## src/hw/rtl/bfdt_pkg.sv

```systemverilog
// Types, constants and codes for the beacon frame device table.
`timescale 1ns / 1ps

package bfdt_pkg;

  // Table geometry
  localparam int TABLE_SLOTS = 16;
  localparam int IDX_W       = (TABLE_SLOTS > 1) ? $clog2(TABLE_SLOTS) : 1;
  localparam int CNT_W       = $clog2(TABLE_SLOTS + 1);
  localparam int SEL_W       = 4;
  localparam int CMP_W       = (CNT_W > SEL_W) ? CNT_W : SEL_W;

  // Frame layout
  localparam logic [7:0] HDR_FIRST  = 8'h59;  // 'Y'
  localparam logic [7:0] HDR_SECOND = 8'h51;  // 'Q'
  localparam int FRAME_LEN     = 14;
  localparam int FRAME_BODY    = FRAME_LEN - 2;
  localparam int PAYLOAD_BYTES = 8;
  localparam int POS_W         = $clog2(FRAME_BODY);
  localparam int BODY_W        = (FRAME_BODY - 1) * 8;

  typedef enum logic {
    OP_RX_BYTE   = 1'b0,
    OP_READ_SLOT = 1'b1
  } op_t;

  typedef enum logic [2:0] {
    RESP_INSERTED   = 3'd0,
    RESP_UPDATED    = 3'd1,
    RESP_DROPPED    = 3'd2,
    RESP_SLOT_VALID = 3'd3,
    RESP_SLOT_EMPTY = 3'd4
  } resp_kind_t;

  typedef enum logic [1:0] {
    PH_SEEK_Y,
    PH_SEEK_Q,
    PH_BODY
  } hunt_phase_t;

  typedef enum logic [1:0] {
    TS_IDLE,
    TS_READ,
    TS_WALK,
    TS_CMP
  } tbl_state_t;

  typedef struct packed {
    logic [7:0]                   dev_type;
    logic [15:0]                  dev_id;
    logic [7:0]                   strength;
    logic [PAYLOAD_BYTES*8-1:0]   data;
  } dev_entry_t;

  localparam int ENTRY_W = $bits(dev_entry_t);

  typedef struct packed {
    logic       done;
    dev_entry_t entry;
  } frame_evt_t;

  typedef struct packed {
    logic             valid;
    logic [SEL_W-1:0] sel;
  } slot_req_t;

  typedef struct packed {
    logic       strobe;
    resp_kind_t kind;
    logic [3:0] slot;
    dev_entry_t entry;
    logic [4:0] count;
  } result_t;

endpackage

```

## src/hw/rtl/bfdt_ram.sv

```systemverilog
// Generic single-write, single-read synchronous RAM with registered read data.
`timescale 1ns / 1ps

module bfdt_ram #(
  parameter int  WIDTH = 8,
  parameter int  DEPTH = 16,
  localparam int AW    = (DEPTH > 1) ? $clog2(DEPTH) : 1
) (
  input  logic             clk,
  input  logic             we,
  input  logic [AW-1:0]    waddr,
  input  logic [WIDTH-1:0] wdata,
  input  logic             re,
  input  logic [AW-1:0]    raddr,
  output logic [WIDTH-1:0] rdata
);

  logic [WIDTH-1:0] mem_r [DEPTH];
  logic [WIDTH-1:0] rdata_r;

  // Write port
  always_ff @(posedge clk) begin
    if (we) begin
      mem_r[waddr] <= wdata;
    end
  end

  // Registered read port
  always_ff @(posedge clk) begin
    if (re) begin
      rdata_r <= mem_r[raddr];
    end
  end

  assign rdata = rdata_r;

endmodule

```

## src/hw/rtl/bfdt_framer.sv

```systemverilog
// Header hunt and frame body collection for received radio bytes.
`timescale 1ns / 1ps

module bfdt_framer (
  input  logic                  clk,
  input  logic                  rst_n,
  input  logic                  byte_valid,
  input  logic [7:0]            rx_byte,
  output bfdt_pkg::frame_evt_t  evt
);

  bfdt_pkg::hunt_phase_t             phase_r, phase_nxt;
  logic [bfdt_pkg::POS_W-1:0]        pos_r, pos_nxt;
  logic [bfdt_pkg::BODY_W-1:0]       body_r, body_nxt;
  logic                              last_byte;

  assign last_byte = (pos_r == bfdt_pkg::POS_W'(bfdt_pkg::FRAME_BODY - 1));

  // Next hunt phase
  always_comb begin
    phase_nxt = phase_r;
    if (byte_valid) begin
      unique case (phase_r)
        bfdt_pkg::PH_SEEK_Y: begin
          phase_nxt = (rx_byte == bfdt_pkg::HDR_FIRST) ? bfdt_pkg::PH_SEEK_Q
                                                       : bfdt_pkg::PH_SEEK_Y;
        end
        bfdt_pkg::PH_SEEK_Q: begin
          // a repeated Y keeps waiting for Q
          if (rx_byte == bfdt_pkg::HDR_SECOND) begin
            phase_nxt = bfdt_pkg::PH_BODY;
          end else if (rx_byte != bfdt_pkg::HDR_FIRST) begin
            phase_nxt = bfdt_pkg::PH_SEEK_Y;
          end
        end
        bfdt_pkg::PH_BODY: begin
          if (last_byte) begin
            phase_nxt = bfdt_pkg::PH_SEEK_Y;
          end
        end
        default: begin
          phase_nxt = bfdt_pkg::PH_SEEK_Y;
        end
      endcase
    end
  end

  // Position and body bytes
  always_comb begin
    pos_nxt  = pos_r;
    body_nxt = body_r;
    if (byte_valid) begin
      if (phase_r == bfdt_pkg::PH_SEEK_Q && rx_byte == bfdt_pkg::HDR_SECOND) begin
        pos_nxt = '0;
      end else if (phase_r == bfdt_pkg::PH_BODY) begin
        if (last_byte) begin
          pos_nxt = '0;
        end else begin
          pos_nxt = pos_r + bfdt_pkg::POS_W'(1);
          body_nxt[pos_r*8 +: 8] = rx_byte;
        end
      end
    end
  end

  // Frame completion event; the last byte comes straight from the input
  always_comb begin
    evt.done           = byte_valid && (phase_r == bfdt_pkg::PH_BODY) && last_byte;
    evt.entry.dev_type = body_r[7:0];
    evt.entry.dev_id   = {body_r[23:16], body_r[15:8]};
    evt.entry.strength = body_r[31:24];
    evt.entry.data     = {rx_byte, body_r[bfdt_pkg::BODY_W-1:32]};
  end

  always_ff @(posedge clk) begin
    if (!rst_n) begin
      phase_r <= bfdt_pkg::PH_SEEK_Y;
      pos_r   <= '0;
    end else begin
      phase_r <= phase_nxt;
      pos_r   <= pos_nxt;
    end
  end

  always_ff @(posedge clk) begin
    body_r <= body_nxt;
  end

endmodule

```

## src/hw/rtl/bfdt_table.sv

```systemverilog
// Device table engine: slot reads, id search, update and append on one RAM.
`timescale 1ns / 1ps

module bfdt_table (
  input  logic                  clk,
  input  logic                  rst_n,
  input  bfdt_pkg::frame_evt_t  frame_in,
  input  bfdt_pkg::slot_req_t   req,
  output logic                  busy,
  output bfdt_pkg::result_t     res
);

  bfdt_pkg::tbl_state_t           state_r, state_nxt;
  logic [bfdt_pkg::IDX_W-1:0]     idx_r, idx_nxt;
  logic [bfdt_pkg::CNT_W-1:0]     count_r, count_nxt;
  bfdt_pkg::dev_entry_t           frame_r, frame_nxt;
  bfdt_pkg::result_t              res_r, res_nxt;

  logic                           ram_we, ram_re;
  logic [bfdt_pkg::IDX_W-1:0]     ram_waddr, ram_raddr;
  logic [bfdt_pkg::ENTRY_W-1:0]   ram_wdata, ram_rdata;
  bfdt_pkg::dev_entry_t           rd_entry, upd_entry;

  logic                           sel_held;
  logic                           more;
  logic                           hit;
  logic                           full;
  logic                           place;

  assign rd_entry = bfdt_pkg::dev_entry_t'(ram_rdata);
  assign sel_held = bfdt_pkg::CMP_W'(req.sel) < bfdt_pkg::CMP_W'(count_r);
  assign more     = (bfdt_pkg::CNT_W'(idx_r) + bfdt_pkg::CNT_W'(1)) < count_r;
  assign hit      = (rd_entry.dev_id == frame_r.dev_id);
  assign full     = (count_r == bfdt_pkg::CNT_W'(bfdt_pkg::TABLE_SLOTS));

  // Matched entry keeps its type, takes the new strength and payload
  always_comb begin
    upd_entry          = rd_entry;
    upd_entry.strength = frame_r.strength;
    upd_entry.data     = frame_r.data;
  end

  // Next state
  always_comb begin
    state_nxt = state_r;
    unique case (state_r)
      bfdt_pkg::TS_IDLE: begin
        if (req.valid && sel_held) begin
          state_nxt = bfdt_pkg::TS_READ;
        end else if (frame_in.done) begin
          state_nxt = bfdt_pkg::TS_WALK;
        end
      end
      bfdt_pkg::TS_READ: begin
        state_nxt = bfdt_pkg::TS_IDLE;
      end
      bfdt_pkg::TS_WALK: begin
        state_nxt = (count_r == '0) ? bfdt_pkg::TS_IDLE : bfdt_pkg::TS_CMP;
      end
      bfdt_pkg::TS_CMP: begin
        if (hit || !more) begin
          state_nxt = bfdt_pkg::TS_IDLE;
        end
      end
      default: begin
        state_nxt = bfdt_pkg::TS_IDLE;
      end
    endcase
  end

  // RAM control, table bookkeeping and result formation
  always_comb begin
    ram_re     = 1'b0;
    ram_raddr  = idx_r;
    ram_we     = 1'b0;
    ram_waddr  = idx_r;
    ram_wdata  = frame_r;
    idx_nxt    = idx_r;
    count_nxt  = count_r;
    frame_nxt  = frame_r;
    place      = 1'b0;
    res_nxt    = res_r;
    res_nxt.strobe = 1'b0;

    unique case (state_r)
      bfdt_pkg::TS_IDLE: begin
        if (req.valid) begin
          if (sel_held) begin
            // fetch the slot; the READ state reports it
            ram_re    = 1'b1;
            ram_raddr = bfdt_pkg::IDX_W'(req.sel);
            idx_nxt   = bfdt_pkg::IDX_W'(req.sel);
          end else begin
            res_nxt.strobe = 1'b1;
            res_nxt.kind   = bfdt_pkg::RESP_SLOT_EMPTY;
            res_nxt.slot   = req.sel;
            res_nxt.entry  = '0;
            res_nxt.count  = 5'(count_r);
          end
        end else if (frame_in.done) begin
          frame_nxt = frame_in.entry;
          idx_nxt   = '0;
        end
      end
      bfdt_pkg::TS_READ: begin
        res_nxt.strobe = 1'b1;
        res_nxt.kind   = bfdt_pkg::RESP_SLOT_VALID;
        res_nxt.slot   = 4'(idx_r);
        res_nxt.entry  = rd_entry;
        res_nxt.count  = 5'(count_r);
      end
      bfdt_pkg::TS_WALK: begin
        if (count_r == '0) begin
          place = 1'b1;
        end else begin
          ram_re    = 1'b1;
          ram_raddr = '0;
        end
      end
      bfdt_pkg::TS_CMP: begin
        if (hit) begin
          // write back the refreshed entry
          ram_we         = 1'b1;
          ram_waddr      = idx_r;
          ram_wdata      = upd_entry;
          res_nxt.strobe = 1'b1;
          res_nxt.kind   = bfdt_pkg::RESP_UPDATED;
          res_nxt.slot   = 4'(idx_r);
          res_nxt.entry  = upd_entry;
          res_nxt.count  = 5'(count_r);
        end else if (more) begin
          // advance the walk, one entry per cycle
          idx_nxt   = idx_r + bfdt_pkg::IDX_W'(1);
          ram_re    = 1'b1;
          ram_raddr = idx_r + bfdt_pkg::IDX_W'(1);
        end else begin
          place = 1'b1;
        end
      end
      default: begin
        place = 1'b0;
      end
    endcase

    // No match found: append, or drop when the table is full
    if (place) begin
      res_nxt.strobe = 1'b1;
      res_nxt.entry  = frame_r;
      if (full) begin
        res_nxt.kind  = bfdt_pkg::RESP_DROPPED;
        res_nxt.slot  = '0;
        res_nxt.count = 5'(count_r);
      end else begin
        ram_we        = 1'b1;
        ram_waddr     = bfdt_pkg::IDX_W'(count_r);
        ram_wdata     = frame_r;
        count_nxt     = count_r + bfdt_pkg::CNT_W'(1);
        res_nxt.kind  = bfdt_pkg::RESP_INSERTED;
        res_nxt.slot  = 4'(count_r);
        res_nxt.count = 5'(count_nxt);
      end
    end
  end

  always_ff @(posedge clk) begin
    if (!rst_n) begin
      state_r       <= bfdt_pkg::TS_IDLE;
      count_r       <= '0;
    end else begin
      state_r       <= state_nxt;
      count_r       <= count_nxt;
    end
  end

  // Hold the result register; the strobe drops while reset is asserted
  always_ff @(posedge clk) begin
    idx_r        <= idx_nxt;
    frame_r      <= frame_nxt;
    res_r.strobe <= rst_n && res_nxt.strobe;
    res_r.kind   <= res_nxt.kind;
    res_r.slot   <= res_nxt.slot;
    res_r.entry  <= res_nxt.entry;
    res_r.count  <= res_nxt.count;
  end

  bfdt_ram #(
    .WIDTH (bfdt_pkg::ENTRY_W),
    .DEPTH (bfdt_pkg::TABLE_SLOTS)
  ) u_ram (
    .clk   (clk),
    .we    (ram_we),
    .waddr (ram_waddr),
    .wdata (ram_wdata),
    .re    (ram_re),
    .raddr (ram_raddr),
    .rdata (ram_rdata)
  );

  assign busy = (state_r != bfdt_pkg::TS_IDLE);
  assign res  = res_r;

endmodule

```

## src/hw/rtl/beacon_frame_device_table_unit.sv

```systemverilog
// Top level of the beacon frame receiver with its device table.
`timescale 1ns / 1ps

// A transaction is taken when start is high and busy is low. A received byte
// that does not finish a frame gives no result and leaves busy low. A read of
// an empty or absent slot is answered without busy; a read of a held slot
// holds busy for the table RAM read. The byte that finishes a frame holds busy
// while the table walks and compares the held entries one by one, up to and
// including a match (at most the held count): the id search reads one entry
// per cycle through the single read port of the table RAM. Each result
// appears on the out_ ports for exactly one cycle, in the cycle after the work
// that produced it, marked by out_strobe; the receiver cannot stall it, so
// take it then.
module beacon_frame_device_table_unit (
  input  logic        clk,
  input  logic        rst_n,
  input  logic        start,
  output logic        busy,
  input  logic        in_operation,
  input  logic [7:0]  in_rx_byte,
  input  logic [3:0]  in_slot_select,
  output logic        out_strobe,
  output logic [2:0]  out_response_kind,
  output logic [3:0]  out_slot,
  output logic [7:0]  out_device_type,
  output logic [15:0] out_device_id,
  output logic [7:0]  out_signal_strength,
  output logic [63:0] out_payload,
  output logic [4:0]  out_device_count
);

  logic                  accept;
  logic                  byte_valid;
  bfdt_pkg::frame_evt_t  frame_evt;
  bfdt_pkg::slot_req_t   slot_req;
  bfdt_pkg::result_t     res;

  // Split accepted transactions into bytes and slot reads
  assign accept         = start && !busy;
  assign byte_valid     = accept && (in_operation == bfdt_pkg::OP_RX_BYTE);
  assign slot_req.valid = accept && (in_operation == bfdt_pkg::OP_READ_SLOT);
  assign slot_req.sel   = in_slot_select;

  bfdt_framer u_framer (
    .clk        (clk),
    .rst_n      (rst_n),
    .byte_valid (byte_valid),
    .rx_byte    (in_rx_byte),
    .evt        (frame_evt)
  );

  bfdt_table u_table (
    .clk      (clk),
    .rst_n    (rst_n),
    .frame_in (frame_evt),
    .req      (slot_req),
    .busy     (busy),
    .res      (res)
  );

  // Drive result ports from the output register
  assign out_strobe          = res.strobe;
  assign out_response_kind   = res.kind;
  assign out_slot            = res.slot;
  assign out_device_type     = res.entry.dev_type;
  assign out_device_id       = res.entry.dev_id;
  assign out_signal_strength = res.entry.strength;
  assign out_payload         = res.entry.data;
  assign out_device_count    = res.count;

endmodule

```

## config.mk

```make
export PLATFORM = sky130hd
export DESIGN_NAME = beacon_frame_device_table_unit
export DESIGN_NICKNAME = d
export VERILOG_FILES = /design/src/hw/rtl/bfdt_pkg.sv /design/src/hw/rtl/bfdt_ram.sv /design/src/hw/rtl/bfdt_framer.sv /design/src/hw/rtl/bfdt_table.sv /design/src/hw/rtl/beacon_frame_device_table_unit.sv
export SDC_FILE = /design/constraint.sdc
export NUM_CORES = 2
export LEC_CHECK = 0
export ABC_AREA = 1
export BUFFER_PORTS_ARGS = -buffer_cell sky130_fd_sc_hd__buf_2
export CORE_UTILIZATION = 45
export CTS_BUF_LIST = sky130_fd_sc_hd__clkbuf_8
export DETAILED_ROUTE_END_ITERATION = 10
export GPL_TIMING_DRIVEN = 0
export PLACE_DENSITY = 0.58
export REMOVE_ABC_BUFFERS = 1
export SLEW_MARGIN = 20
export SYNTH_ARGS = -nofsm -noshare
export SYNTH_HDL_FRONTEND = slang
export SYNTH_SLANG_ARGS = --single-unit
```

## constraint.sdc

```tcl
create_clock -name clk -period 23.4 [get_ports clk]
set_input_delay 1.17 -clock clk [delete_from_list [all_inputs] [get_ports clk]]
set_output_delay 1.17 -clock clk [all_outputs]
set_load 0.005 [all_outputs]
```

; Word-level counts from Yosys, hierarchy flattened
; Memories as Yosys holds them, arrays and structs flattened. A register that Yosys moved wholly into a read port is not among the register bits.
; Cells that the tools add are included.
[word_totals]
ramBits = 1536
register_bits = 310
memories = 1
elab_cells = 128
[memory_table]
columns = memory, words, width, rd, rd_clocked_by_memory_dff, wr, line
row1 = u_table.u_ram.mem_r, 16, 96, 1, 1, 1, bfdt_ram.sv:18  ; logic [WIDTH-1:0] mem_r [DEPTH];
[classes]
n_eq_ne = 19
n_reduce_logical = 25
muxes = 52
n_lt_le_gt_ge = 2
n_bitwise = 4
n_shift = 2
addsub = 5
[ops]
columns = operator, count
row1 = $mux 109, 4
row2 = $mux 96, 4
row3 = $pmux 109 s3, 1
row4 = $bwmux 88, 1
row5 = $shift 8x34->88 const A, 1
row6 = $shiftx 8x34->88, 1
row7 = $mux 4, 12
row8 = $neg 7->34, 1
row9 = $eq 16x16->1, 1
row10 = $eq 8x7->1 const B, 2
row11 = $mux 1, 15
row12 = $mux 2, 7
row13 = $pmux 4 s3, 1
row14 = $ne 3x2->1 const B, 3
row15 = $add 4x1->4 const B, 2
row16 = $logic_and 1x1->1, 8
row17 = $ne 8x7->1 const B, 1
row18 = $pmux 2 s4, 1
row19 = $pmux 4 s2, 1
row20 = $reduce_and 4->1, 2
row21 = $eq 2x2->1 const B, 3
row22 = $mux 6, 1
row23 = $ne 3x1->1 const B, 2
row24 = $pmux 2 s3, 1
row25 = 21 further kinds, 33

; Longest topological paths before layout
[logic_depth]
depth_word = 9
mapped_depth = 23
depth_no_buf = 20

; Modules after synthesis
; From an unflattened synthesis, not the netlist that was laid out.
[hier_totals]
cells_unflattened = 7748
hier_area_um2 = 82879.5
[modules_own_cells]
columns = mod, cells_each, instances, area_each_um2, seq_area_each_um2
row1 = bfdt_ram, 6302, 1, 68565.8, 49007.0
row2 = bfdt_table, 1070, 1, 10204.8, 6406.1
row3 = bfdt_framer, 371, 1, 4090.2, 2762.6
row4 = beacon_frame_device_table_unit, 5, 1, 18.8, 0.0

; Worst setup path before layout
; No wires, ideal clock.
[synth_path]
kind = reg-to-reg
startpoint = register u_table.idx_r[1] (netlist bit)
endpoint = memory u_table.u_ram.mem_r[8][0] (netlist bit) (enable)
slack_ns = 13.856
t_arrival_ns = 8.876
t_required_ns = 22.732
path_stages_with_launch = 16
setup_ns = 0.668
n_path_buf = 1
synth_period_minus_slack_ns = 9.544
path_cell_list = edfxtp_1 > clkbuf_1 > nand3_1 > xor2_1 > inv_1 > ha_1 > nand2_1 > inv_1 > nand4_1 > nand3_1 > nand3_1 > nand2_1 > nand2_1 > o21ai_0 > nand2_1 > nor3_1
[synth_via]
elab_chain_len = 8
elab_cells_between_ends = 10
classes_between = add/sub (1) / order compare (1) / mux (8)
[synth_lines]
columns = item, line
row1 = from (decl), bfdt_table.sv:14  ; logic [bfdt_pkg::IDX_W-1:0] idx_r, idx_nxt;
row2 = from (signal assigned), bfdt_table.sv:177  ; idx_r <= idx_nxt;
row3 = $add 4x1->5, bfdt_table.sv:32  ; assign more = (bfdt_pkg::CNT_W'(idx_r) + bfdt_pkg::CNT_W'(1)) < count_r;
row4 = $lt 5x5->1, bfdt_table.sv:32
row5 = $mux 1, bfdt_table.sv:131  ; end else if (more) begin
row6 = $mux 1, bfdt_table.sv:121  ; if (hit) begin
row7 = $pmux 1 s2, bfdt_table.sv:85  ; unique case (state_r)
row8 = $mux 1, bfdt_table.sv:146  ; if (place) begin
row9 = $mux 1, bfdt_ram.sv:23  ; if (we) begin
row10 = $mux 1 (implied by the code), bfdt_ram.sv:24  ; mem_r[waddr] <= wdata;
row11 = to (decl), bfdt_ram.sv:18
; Parallel ways exist; a longest one is shown, timed or not.

; Worst setup path in the final report
[layout_path]
startpoint = register u_table.idx_r[1] (netlist bit)
endpoint = memory u_table.u_ram.mem_r[2][15] (netlist bit) (enable)
; Same word-level chain as after synthesis.

==> results.txt <==
----------------------------------------------------
[STA]
  Setup repair after global routing missed its margin ... false
  Final setup violation count ... 0
  Tightest slew margin relative to the limit ... 25.94%
  Share of the clock period used by the worst path ... 24.31%
  Worst clock skew ... 53.70 ps
  Fin. max-slew vios ... 0
  Slew @ Worst Pin ... 1107 ps
  Final Critical Period ... 5688 ps
  Final Hold Violating Endpoints ... 0
  Maximum clock rate ... 175.8 MHz

[Power]
  Total power ... 14.37 mW
  Power density normalized to cell area ... 148.5 nW/um^2
  Max IR drop VDD ... 0.0001515 V
  Lkg Pwr ... 38.64 nW

[GRT]
  Met3 routing resource usage after global routing ... 4.147%
  Global-route layer with the greatest usage ... met2
  GRT met2 Usage ... 39.33%
  Overall track demand over capacity in global routing ... 25.22%
  Number of global-route vias before repair ... 53570
  Global-route met1 utilization ... 35.27%
  Pin count of the biggest net entering global routing ... 107
  Initial antenna violation count ... 8
  Wire length of the first global-routing pass ... 348.9 mm
  Leftover overflow at the end of global routing ... 0

[Floorplan]
  Number of cell rows ... 157
  Area of the die ... 186200 um^2
  Core ar. ... 183100 um^2
  Starting utilization of the core area ... 45.34%
  Floorplan die width ... 431.5 um
  Boundary pin count ... 126
  Die Span Y ... 431.5 um

[Worst hold path]
  Min-delay src ... u_framer.body_r[65]$_DFFE_PP_
  Hold WC Path Type ... reg -> reg

[Worst setup path]
  Data required time of the critical path ... 24110 ps
  Endpoint arrival time on the critical path ... 6400 ps
  Crit path largest cell delay ... 750 ps
  CP Class ... reg -> reg
  Worst setup path startpoint ... u_table.idx_r[1]$_DFFE_PP_
  Crit path cell chain ... ha_1 > xor2_1 > ha_1 > nand2_1 > nand2_1 > nand2_1 > nand3_1 > nand3_1 > nand2_4 > inv_2 > nor2_1 > a21oi_1 > nand2_1 > nor3_2 > buf_6 > buf_4 > buf_4 > buf_4 > buf_4
  Startpoint of the most critical register-to-register path ... u_table.idx_r[1]$_DFFE_PP_
  Worst setup SP type ... register
  Slowest CP cell ... sky130_fd_sc_hd__nor3_2
  Peak fanout along the critical path ... 20
  Kind of end point of the critical path ... register

[Yosys]
  Syn_area_per_cell ... 11.25 um^2
  Flip-flop and latch count after synthesis ... 1942
  Count of synthesis-stage warnings from yosys ... 0
  Synth top cells by count ... 1928 x sky130_fd_sc_hd__edfxtp_1, 1769 x sky130_fd_sc_hd__nand3_1, 1458 x sky130_fd_sc_hd__nand2_1
  Cell types occupying the most area after synthesis ... sky130_fd_sc_hd__edfxtp_1 70%, sky130_fd_sc_hd__nand3_1 11%, sky130_fd_sc_hd__nand2_1 6.6%
  Sequential area share after synthesis ... 70.08%
  Ys async rst share ... 0%
  Cell with the most instances after synthesis ... sky130_fd_sc_hd__edfxtp_1
  Synth Cell Area ... 83010 um^2
  Portion of synthesized cell area occupied by the leading cell type ... 69.75%
  Number of distinct standard cells referenced by the synthesized netlist ... 41
  Number of flops mapped to enable cells by yosys ... 1928
  Most common flop cell mapped by yosys ... sky130_fd_sc_hd__edfxtp_1
  Post-synthesis cell count ... 7378
  Most area-hungry cell type in the Yosys netlist ... sky130_fd_sc_hd__edfxtp_1

[Clock network]
  CTS Buf Count ... 334
  CTS-repair resized insts ... 0
  Clock Root Buffer ... sky130_fd_sc_hd__clkbuf_8
  Worst-path clk slew ... 60 ps
  H-tree depth ... 5
  CTS sink count ... 1942
  Setup fix buffers added after clock tree synthesis ... 0
  Number of buffers on the longest clock path ... 4
  Clock network latency to the later pin of the worst-skew pair ... 1040 ps
  TritonCTS clock tree ... built
  CTS hold repair buffers ... 0

[Detailed routing]
  Avg WL per Cell ... 22.90 um
  Vias per cell ... 5.446
  Via Count ... 56510
  Antenna-violating nets left ... 0
  Number of iterations in the first detailed-routing pass ... 6
  Initial drt markers ... 6309
  Total wirelength of the detailed-routed design ... 237.6 mm
  DRC errors left ... 0

[Place]
  # port buffers ... 125
  Placed Cells ... 9809
  Estimated wirelength of the detail-placed design ... 145.1 mm
  Placer congestion estimate ... 0.7882

[Final layout]
  Post-Layout Cell Count ... 10380
  Nets ... 7718
  Growth of design area from synthesis to finish ... 16.56%
  Proportion of layout cells with a drive suffix above 1 ... 11.12%

[Run]
  Max capacitance violation total ... 0

[Run status]
  Result of the run ... complete, no violations

----------------------------------------------------
==> worst paths after layout <==
| kind | slack (ps) | endpoint | cells past startpoint |
|---|---|---|---|
| worst min register to register | 410 | u_table.frame_r[33]$_DFFE_PP_ | 0 |
| worst max register to register | 17710 | u_table.u_ram.mem_r[2][15]$_DFFE_PP_ | 19 |
| worst min-delay path | 410 | u_table.frame_r[33]$_DFFE_PP_ | 0 |
| worst max-delay path | 17710 | u_table.u_ram.mem_r[2][15]$_DFFE_PP_ | 19 |
==> area by class of cell <==
| class | instances | area [um^2] |
|---|---|---|
| tap | 2464 | 3083 |
| inverter | 1076 | 4059 |
| sequential | 1942 | 58180 |
| antenna | 5 | 12.51 |
| fill | 15530 | 86320 |
| timing repair buffer | 441 | 7007 |
| clock buffer | 341 | 4693 |
| clock inverter | 221 | 1028 |
| multi-input combinational | 3886 | 18700 |
==> sequential cells by signal, summed over array words and instances, names as in the netlist <==
name,count
u_framer.body_r,88
u_framer.phase_r,2
u_framer.pos_r,4
u_table.count_r,5
u_table.frame_r,96
u_table.idx_r,4
u_table.res,109
u_table.state_r,2
u_table.u_ram.mem_r,1536
u_table.u_ram.rdata,96
==> cells in the final DEF, fill, tap and decap left out, types with 4 or more instances in the layout <==
master                       instances
sky130_fd_sc_hd__buf_6              32
sky130_fd_sc_hd__buf_12             62
sky130_fd_sc_hd__nor2_1            112
sky130_fd_sc_hd__nor3_2              6
sky130_fd_sc_hd__nor4_1             18
sky130_fd_sc_hd__a21oi_1            23
sky130_fd_sc_hd__inv_1            1177
sky130_fd_sc_hd__xor2_1              6
sky130_fd_sc_hd__o21ai_1            11
sky130_fd_sc_hd__nor2_4             16
sky130_fd_sc_hd__a22oi_1            73
sky130_fd_sc_hd__o22ai_1            15
sky130_fd_sc_hd__nand3_1          1769
sky130_fd_sc_hd__buf_8              12
sky130_fd_sc_hd__nor3_1             19
sky130_fd_sc_hd__nand4_1            23
sky130_fd_sc_hd__buf_2             125
sky130_fd_sc_hd__nand2_1          1453
sky130_fd_sc_hd__clkinvlp_4          5
sky130_fd_sc_hd__clkbuf_8          341
sky130_fd_sc_hd__nand3b_1          191
sky130_fd_sc_hd__ha_1               20
sky130_fd_sc_hd__clkinv_2           27
sky130_fd_sc_hd__nand2_4             4
sky130_fd_sc_hd__clkinv_1           64
sky130_fd_sc_hd__inv_2              13
sky130_fd_sc_hd__bufinv_16           5
sky130_fd_sc_hd__edfxtp_1         1928
sky130_fd_sc_hd__buf_16            151
sky130_fd_sc_hd__o21ai_0           104
sky130_fd_sc_hd__buf_4              59
sky130_fd_sc_hd__dfxtp_1            14
sky130_fd_sc_hd__diode_2             5
==> critical path, delay by kind of cell (launching register included) <==
kind	cells	cell delay [ps]
AND/OR/NAND/NOR	9	1960
buffers and inverters	6	1690
adder cells (fa/ha/maj)	2	570
flip-flops	1	550
AO/OA/AOI/OAI	1	330
XOR/XNOR	1	250
==> per-layer routing <==
metal  vias up  part of all wire [%]
li1      25890                     -
met1     27570                    42
met2      2537                    47
met5         -                     0
met3       517                   7.9
met4         0                   3.6
==> cell families (layout without fill, tap and decap cells) <==
family	count (synthesis)	after routing	synth area share (%)
AO/OA/AOI/OAI	239	239	1.739
flip-flops	1942	1942	70.08
adder cells (fa/ha/maj)	21	21	0.3165
AND/OR/NAND/NOR	3619	3619	20.10
XOR/XNOR	7	7	0.07386
buffers and inverters	1550	2079	7.684
other	0	5	0
==> power by group <==
group	total (mW)	switching, mW	internal, mW
Sequential	4.47	0.101	4.37
Combinational	7.15	4.64	2.51
Clock	2.75	1.35	1.40
Total	14.4	6.09	8.28
==> stage by stage <==
step / instance area [um^2] / worst slack, ps / hold slack [ps] / TNS (ps) / utilization (%)
after floorplan: 80670 / -19560 / 400.3 / -1872850 / -
after global placement: 84380 / -84630 / 405.2 / - / 46.09
after detailed placement: 91020 / 17440 / 404.5 / 0 / 49.72
after CTS: 96750 / 17790 / 388.5 / 0 / 52.84
after global routing: 96750 / 17450 / 407.3 / 0 / 52.85
final: 96760 / 17710 / 410.1 / 0 / 52.85
Note: power is estimated with default switching activity, not from simulation.
